`src/rtl/coverage_table_glyph_lookup_macros.svh`:
```
// Assertion macros shared by the lookup block.
`ifndef COVERAGE_TABLE_GLYPH_LOOKUP_MACROS_SVH
`define COVERAGE_TABLE_GLYPH_LOOKUP_MACROS_SVH

`ifndef NO_ASSERTIONS
`define CTGL_ASSERT_IMPL(label, ante, cons) \
    label: assert property (@(posedge clk) disable iff (!rst_n) (ante) |-> (cons)) \
        else $error("ctgl: same-cycle check failed");
`define CTGL_ASSERT_NEXT(label, ante, cons) \
    label: assert property (@(posedge clk) disable iff (!rst_n) (ante) |=> (cons)) \
        else $error("ctgl: next-cycle check failed");
`else
`define CTGL_ASSERT_IMPL(label, ante, cons)
`define CTGL_ASSERT_NEXT(label, ante, cons)
`endif

`endif

```
`src/rtl/ctgl_pkg.sv`:
```
package ctgl_pkg;

    localparam int GLYPH_W     = 16;
    localparam int INDEX_W     = 17;
    localparam int FMT_W       = 2;
    localparam int COUNT_W     = 9;
    localparam int ENTRY_IDX_W = 8;
    localparam int CFG_DATA_W  = 9;
    localparam int CFG_IDX_W   = 1;

    localparam logic REQ_LOAD   = 1'b0;
    localparam logic REQ_LOOKUP = 1'b1;

    localparam logic [FMT_W-1:0] FMT_LIST  = 2'd1;
    localparam logic [FMT_W-1:0] FMT_RANGE = 2'd2;

    localparam logic [CFG_IDX_W-1:0] CFG_FORMAT = 1'd0;
    localparam logic [CFG_IDX_W-1:0] CFG_COUNT  = 1'd1;

    typedef struct packed {
        logic [GLYPH_W-1:0] first_glyph;
        logic [GLYPH_W-1:0] last_glyph;
        logic [GLYPH_W-1:0] base_index;
    } entry_t;

    localparam int ENTRY_W = $bits(entry_t);

    typedef struct packed {
        logic load;
        logic start;
        logic issue;
        logic capture;
        logic publish;
    } cmd_t;

    typedef struct packed {
        logic done;
    } status_t;

endpackage

```
`src/rtl/ctgl_ctrl.sv`:
```
`include "coverage_table_glyph_lookup_macros.svh"

module ctgl_ctrl (
    input  logic              clk,
    input  logic              rst_n,
    input  logic              in_valid,
    output logic              in_stall,
    input  logic              req_type,
    output logic              out_valid,
    input  logic              out_stall,
    output ctgl_pkg::cmd_t    cmd,
    input  ctgl_pkg::status_t status
);

    typedef enum logic [1:0] {
        ST_IDLE,
        ST_SCAN,
        ST_HOLD
    } state_t;

    state_t state_reg;
    state_t state_next;
    logic   out_valid_reg;
    logic   out_valid_next;
    logic   out_free;

    assign out_free = !out_valid_reg || !out_stall;

    always_comb
    begin
        state_next    = state_reg;
        cmd           = '0;
        case (state_reg)
            ST_IDLE:
            begin
                if (in_valid)
                begin
                    if (req_type == ctgl_pkg::REQ_LOOKUP)
                    begin
                        cmd.start  = 1'b1;
                        state_next = ST_SCAN;
                    end
                    else
                    begin
                        cmd.load = 1'b1;
                    end
                end
            end
            ST_SCAN:
            begin
                cmd.issue = 1'b1;
                if (status.done)
                begin
                    cmd.capture = 1'b1;
                    state_next  = ST_HOLD;
                end
            end
            ST_HOLD:
            begin
                if (out_free)
                begin
                    cmd.publish = 1'b1;
                    state_next  = ST_IDLE;
                end
            end
            default:
            begin
                state_next = ST_IDLE;
            end
        endcase
        if (cmd.publish)
        begin
            out_valid_next = 1'b1;
        end
        else
        begin
            out_valid_next = out_valid_reg && out_stall;
        end
    end

    always_ff @(posedge clk or negedge rst_n)
    begin
        if (!rst_n)
        begin
            state_reg     <= ST_IDLE;
            out_valid_reg <= 1'b0;
        end
        else
        begin
            state_reg     <= state_next;
            out_valid_reg <= out_valid_next;
        end
    end

    assign in_stall  = (state_reg != ST_IDLE);
    assign out_valid = out_valid_reg;

    `CTGL_ASSERT_NEXT(a_start_enters_scan, cmd.start, state_reg == ST_SCAN)
    `CTGL_ASSERT_NEXT(a_done_enters_hold, (state_reg == ST_SCAN) && status.done, state_reg == ST_HOLD)
    `CTGL_ASSERT_IMPL(a_result_from_hold, $rose(out_valid_reg), $past(state_reg == ST_HOLD))

endmodule

```
`config.mk`:
```
export PLATFORM = sky130hd
export DESIGN_NAME = ctgl_ctrl
export DESIGN_NICKNAME = d
export VERILOG_FILES = /design/src/rtl/ctgl_pkg.sv /design/src/rtl/ctgl_ctrl.sv
export VERILOG_INCLUDE_DIRS = /design/src /design/src/rtl
export SDC_FILE = /design/constraint.sdc
export NUM_CORES = 1
export LEC_CHECK = 0
export ABC_AREA = 1
export ABC_CLOCK_PERIOD_IN_PS = 900
export BUFFER_PORTS_ARGS = -buffer_cell sky130_fd_sc_hd__clkbuf_2
export CORE_AREA = 2 2 39 41
export CTS_CLUSTER_SIZE = 12
export DETAILED_ROUTE_END_ITERATION = 16
export DIE_AREA = 0 0 41 43
export GPL_ROUTABILITY_DRIVEN = 0
export PLACE_DENSITY = 0.34
export SETUP_SLACK_MARGIN = 0.4
export SYNTH_ARGS = -nofsm -noshare
export SYNTH_HDL_FRONTEND = slang
export SYNTH_SLANG_ARGS = --single-unit
```
`constraint.sdc`:
```
create_clock -name clk -period 0.9 [get_ports clk]
set_input_delay 0.045 -clock clk [delete_from_list [all_inputs] [get_ports clk]]
set_output_delay 0.045 -clock clk [all_outputs]
set_load 0.01 [all_outputs]
```
**After elaboration in Yosys (flattened, before gate mapping)**

Cells that the tools add are included.

- Register bits: 3
- Latch bits: 0
- RAM bits: 0
- ROM bits: 0
- Input port bits: 6
- Output and inout port bits: 7
- Word-level logic and storage cells: 29
- Memories kept: 0

- $add $sub $neg: 0
- Multipliers: 0
- Div/mod/pow operators: 0
- Magnitude comparators: 0
- Equality and inequality tests: 6
- Shifts and indexed selects: 0
- Multiplexer cells: 14
- Bitwise logic cells: 0
- Reductions and logical operators: 7

Operators by type and width:

| kind | number |
|---|---|
| $mux 2 | 7 |
| $ne 2x2->1 const B | 4 |
| $mux 1 | 6 |
| $pmux 2 s3 | 1 |
| $reduce_and 4->1 | 1 |
| $eq 2x1->1 const B | 1 |
| $eq 2x2->1 const B | 1 |
| $logic_not 1->1 | 2 |
| $logic_not 2->1 | 1 |
| $reduce_bool 2->1 | 1 |
| $logic_and 1x1->1 | 1 |
| $logic_or 1x1->1 | 1 |

**Depth between registers and ports, before layout**

- Depth in word-level cells: 5
- Depth in mapped cells: 4
- Mapped depth without buffers: 4

**Worst setup path before layout**

OpenSTA, ideal clock, no wires.

- Path type: reg2out
- Start point: register state_reg[1]
- End point: output cmd[4] (netlist bit)
- Data arrival time: 0.753 ns
- Required time: 0.855 ns
- Path slack: 0.102 ns
- Stages on the path, launching flop included: 4
- Buffers on the path: 0
- Cell sequence: dfrtp_1 nor2_2 nand2_1 nor2_1

RTL lines:

| item | line | RTL |
|---|---|---|
| start, declared | ctgl_ctrl.sv:21 | `state_t state_reg;` |
| start signal, assigned | ctgl_ctrl.sv:90 | `state_reg <= state_next;` |
| end, declared | ctgl_ctrl.sv:11 | `output ctgl_pkg::cmd_t cmd,` |

==> impl_metrics.csv <==
group,metric,value,unit
sta,tightest_slew,115.9,ps
sta,finClkSkew,0.4710,ps
routing,viasPerCell,3.603,
floorplanning,io-pin-count,13,
power,total_power,0.0006408,W
clocking,clockRootBuffer,"clkbuf_4",
yosys,synth.distinct_cells,8,
grt,grt_remaining_overflow,0,
sta,setup_viol_count_final,6,
final_layout,largest_register_ffs,2,
critical_path,r2r_setup_slack,90,ps
yosys,synth_seq_cells,3,
final_layout,layout-drive-gt1-share,68.09,%
routing,drt_iter0_markers,1,
critical_path,endpoint_kind,"output port",
yosys,syn_nets,34,
yosys,netlist_top_cells_count,"nand2_1, inv_1, nor2_1, dfrtp_1, nand3_1",
floorplanning,core,1384,um^2
place,dp_worst_setup_slack,-3.914,ps
place,io_buffers,12,
clocking,path_clk_slew,40,ps
clocking,cts_tree,"built",
floorplanning,fp.dieW,41,um
clocking,cts_sinks,3,
critical_path,cp_data_arrival_time,1050,ps
power,switching_power,0.0002075,W
routing,dr_total_vias,227,
sta,rsz0062_at_grt,"yes",
grt,grtUsageTotal,5.918,%
power,power_frac_seq,27.9,%
yosys,synthesis.area,177.7,um^2
yosys,synth_flop_cell,"dfrtp_1",
yosys,synth_seq_area_share,42.25,%
grt,antenna_found_initial,0,
critical_path,ff2ff_path_depth,4,
grt,use_met2,7.500,%
critical_path,startpoint_type,"register",
power,p_per_area,1772,nW/um^2
final_layout,nNetsFinal,54,
sta,setup_tns,-1067,ps
yosys,synth_most_common_cell,"nand2_1",
place,dpl.hpwl,318.2,um
run,cap_violations,0,
floorplanning,row_count,14,
critical_path,criticalPathCategory,"register to output port",
critical_path,r2r-start,"state_reg[1]",
sta,max_freq,0.9128,GHz
critical_path,crit_required,850,ps
yosys,synth_edf_count,0,
power,ir_worst_vdd,0.8299,mV
power,netSwitchingFraction,32.38,%
hold_path,worstHoldStart,"out_stall",
power,pwr-share-clk,36.8,%
sta,hold_viol,0,
status,violations,"setup timing",
grt,use_met3,6.283,%
power,pwr-share-comb,35.3,%
floorplanning,start_util,12.84,%
hold_path,min_path_cells,3,
grt,grt_use_met1,6.410,%
critical_path,regToRegEndpoint,"state_reg[1]",
hold_path,min_path_type,"input pin to register",
yosys,yosysTopAreaCellShare,42.25,%
final_layout,fillers,160,
sta,post-route-period-util,121.7,%
sta,slew_viol_final,0,
clocking,worstSkewPairLatency,230,ps
clocking,cts_max_level,1,
routing,drcViolationCount,0,
routing,wl,453,um
clocking,numCtsBuffers,3,
yosys,syn_inst,28,
floorplanning,dieHeight,43,um
power,p_leak,0.2194,nW
routing,postRouteAntennaNets,0,
final_layout,area_growth,103.5,%
grt,grt_pass1_wl,655,um
routing,detail_route.wl_per_cell,7.190,um
grt,grt_busiest_layer,"met2",
sta,setup_ws,-195.6,ps
floorplanning,die-area,1763,um^2
sta,whs,47.63,ps
grt,grt_max_degree,5,
grt,first_global_vias,177,
power,intPower,0.0004333,W
clocking,clk_path_buf_depth,2,
sta,period_minus_slack,1096,ps
yosys,synth_area_per_cell,6.345,um^2
hold_path,whs_endpoint,"out_valid",
yosys,ys_warn_count,0,
yosys,synth_area_leader_cell,"dfrtp_1",
status,status,"complete, but fails checks",
critical_path,cp_max_fo,3,
sta,slew-limit-headroom,92.26,%
final_layout,diodes,0,
routing,dr.pass1.iters,2,
yosys,async_flop_share,100.0,%
yosys,ys_top_cells_by_area,"dfrtp_1, nand2_1, inv_1, nor2_1, nand3_1",
-- cells in the final DEF (no fill, tap or decap) --
cell type and count:
buf_2 3, clkbuf_2 8, clkbuf_4 3, nand3_4 1
nor2_2 2, nor2_4 2, nand2_1 7, nand3_2 1
inv_2 4, dfrtp_1 1, buf_6 2, clkbuf_1 1
buf_4 2, nand2_2 2, dfrtp_2 2, nor2_1 1
inv_1 4, dlygate4sd3_1 1
-- through the flow --
stage	area, um^2	util (%)	instances
floorplan	182.7	-	28
global placement	255.2	18.44	55
detailed placement	255.2	18.44	55
CTS	311.5	22.51	62
global route	361.6	26.13	63
finish	361.6	26.13	63
-- what timing repair did --
action / 4_1_cts / 5_1_grt
setup buffers: 2 / 1
resized for setup: 2 / 15
hold endpoints to repair: 3 / 0
hold buffers: 1 / 0
pin swaps: 3 / 5
setup endpoints to repair: 10 / 10
-- kinds of logic (layout without fill, tap and decap cells) --
family,Yosys count,in the layout,share of synthesized area [%]
flip-flops,3,3,42.25
buffers and inverters,9,28,21.13
AND/OR/NAND/NOR,16,16,36.62
-- worst max-delay path: stages, from the launching register on --
cell      delay [ps]
dfrtp_2          430
nor2_4           140
nand2_1           90
inv_2             50
clkbuf_2         120
-- area by class of cell --
cell class,count,area (um^2),share of cell area (%)
clock buffers,4,26.28,7.266
inverters,8,30.03,8.304
multi-input cells,16,105.1,29.07
flip-flops and latches,3,77.57,21.45
well taps,16,20.02,5.536
repair buffers,16,102.6,28.37
-- power by group through the flow --
stage          clock (W)  sequential [W]  combinational (W)
4_1_cts         0.000248        0.000174           0.000184
2_1_floorplan          0        0.000177          0.0000907
6_report        0.000236        0.000179           0.000226
3_5_place_dp           0        0.000178           0.000146
5_1_grt         0.000264        0.000183           0.000254
3_3_place_gp           0        0.000178           0.000147
-- worst max-delay path by stage --
stage / from / end / slack (ps) / cells after the start
after global placement: state_reg[1] / cmd[4] / -8 / 4
final: state_reg[1] / cmd[3] / -200 / 4
after detailed placement: state_reg[1] / cmd[4] / -4 / 4
after global routing: state_reg[1] / cmd[3] / -260 / 4
after floorplan: state_reg[1] / cmd[4] / 130 / 3
after CTS: state_reg[1] / cmd[4] / -260 / 4
-- layer usage --
layer,routed length (um),vias up
li1,-,118
met1,185,95
met2,186,14
met3,81,0
met4,0,0
met5,0,-
No activity file was read; power rests on OpenSTA's default activity.
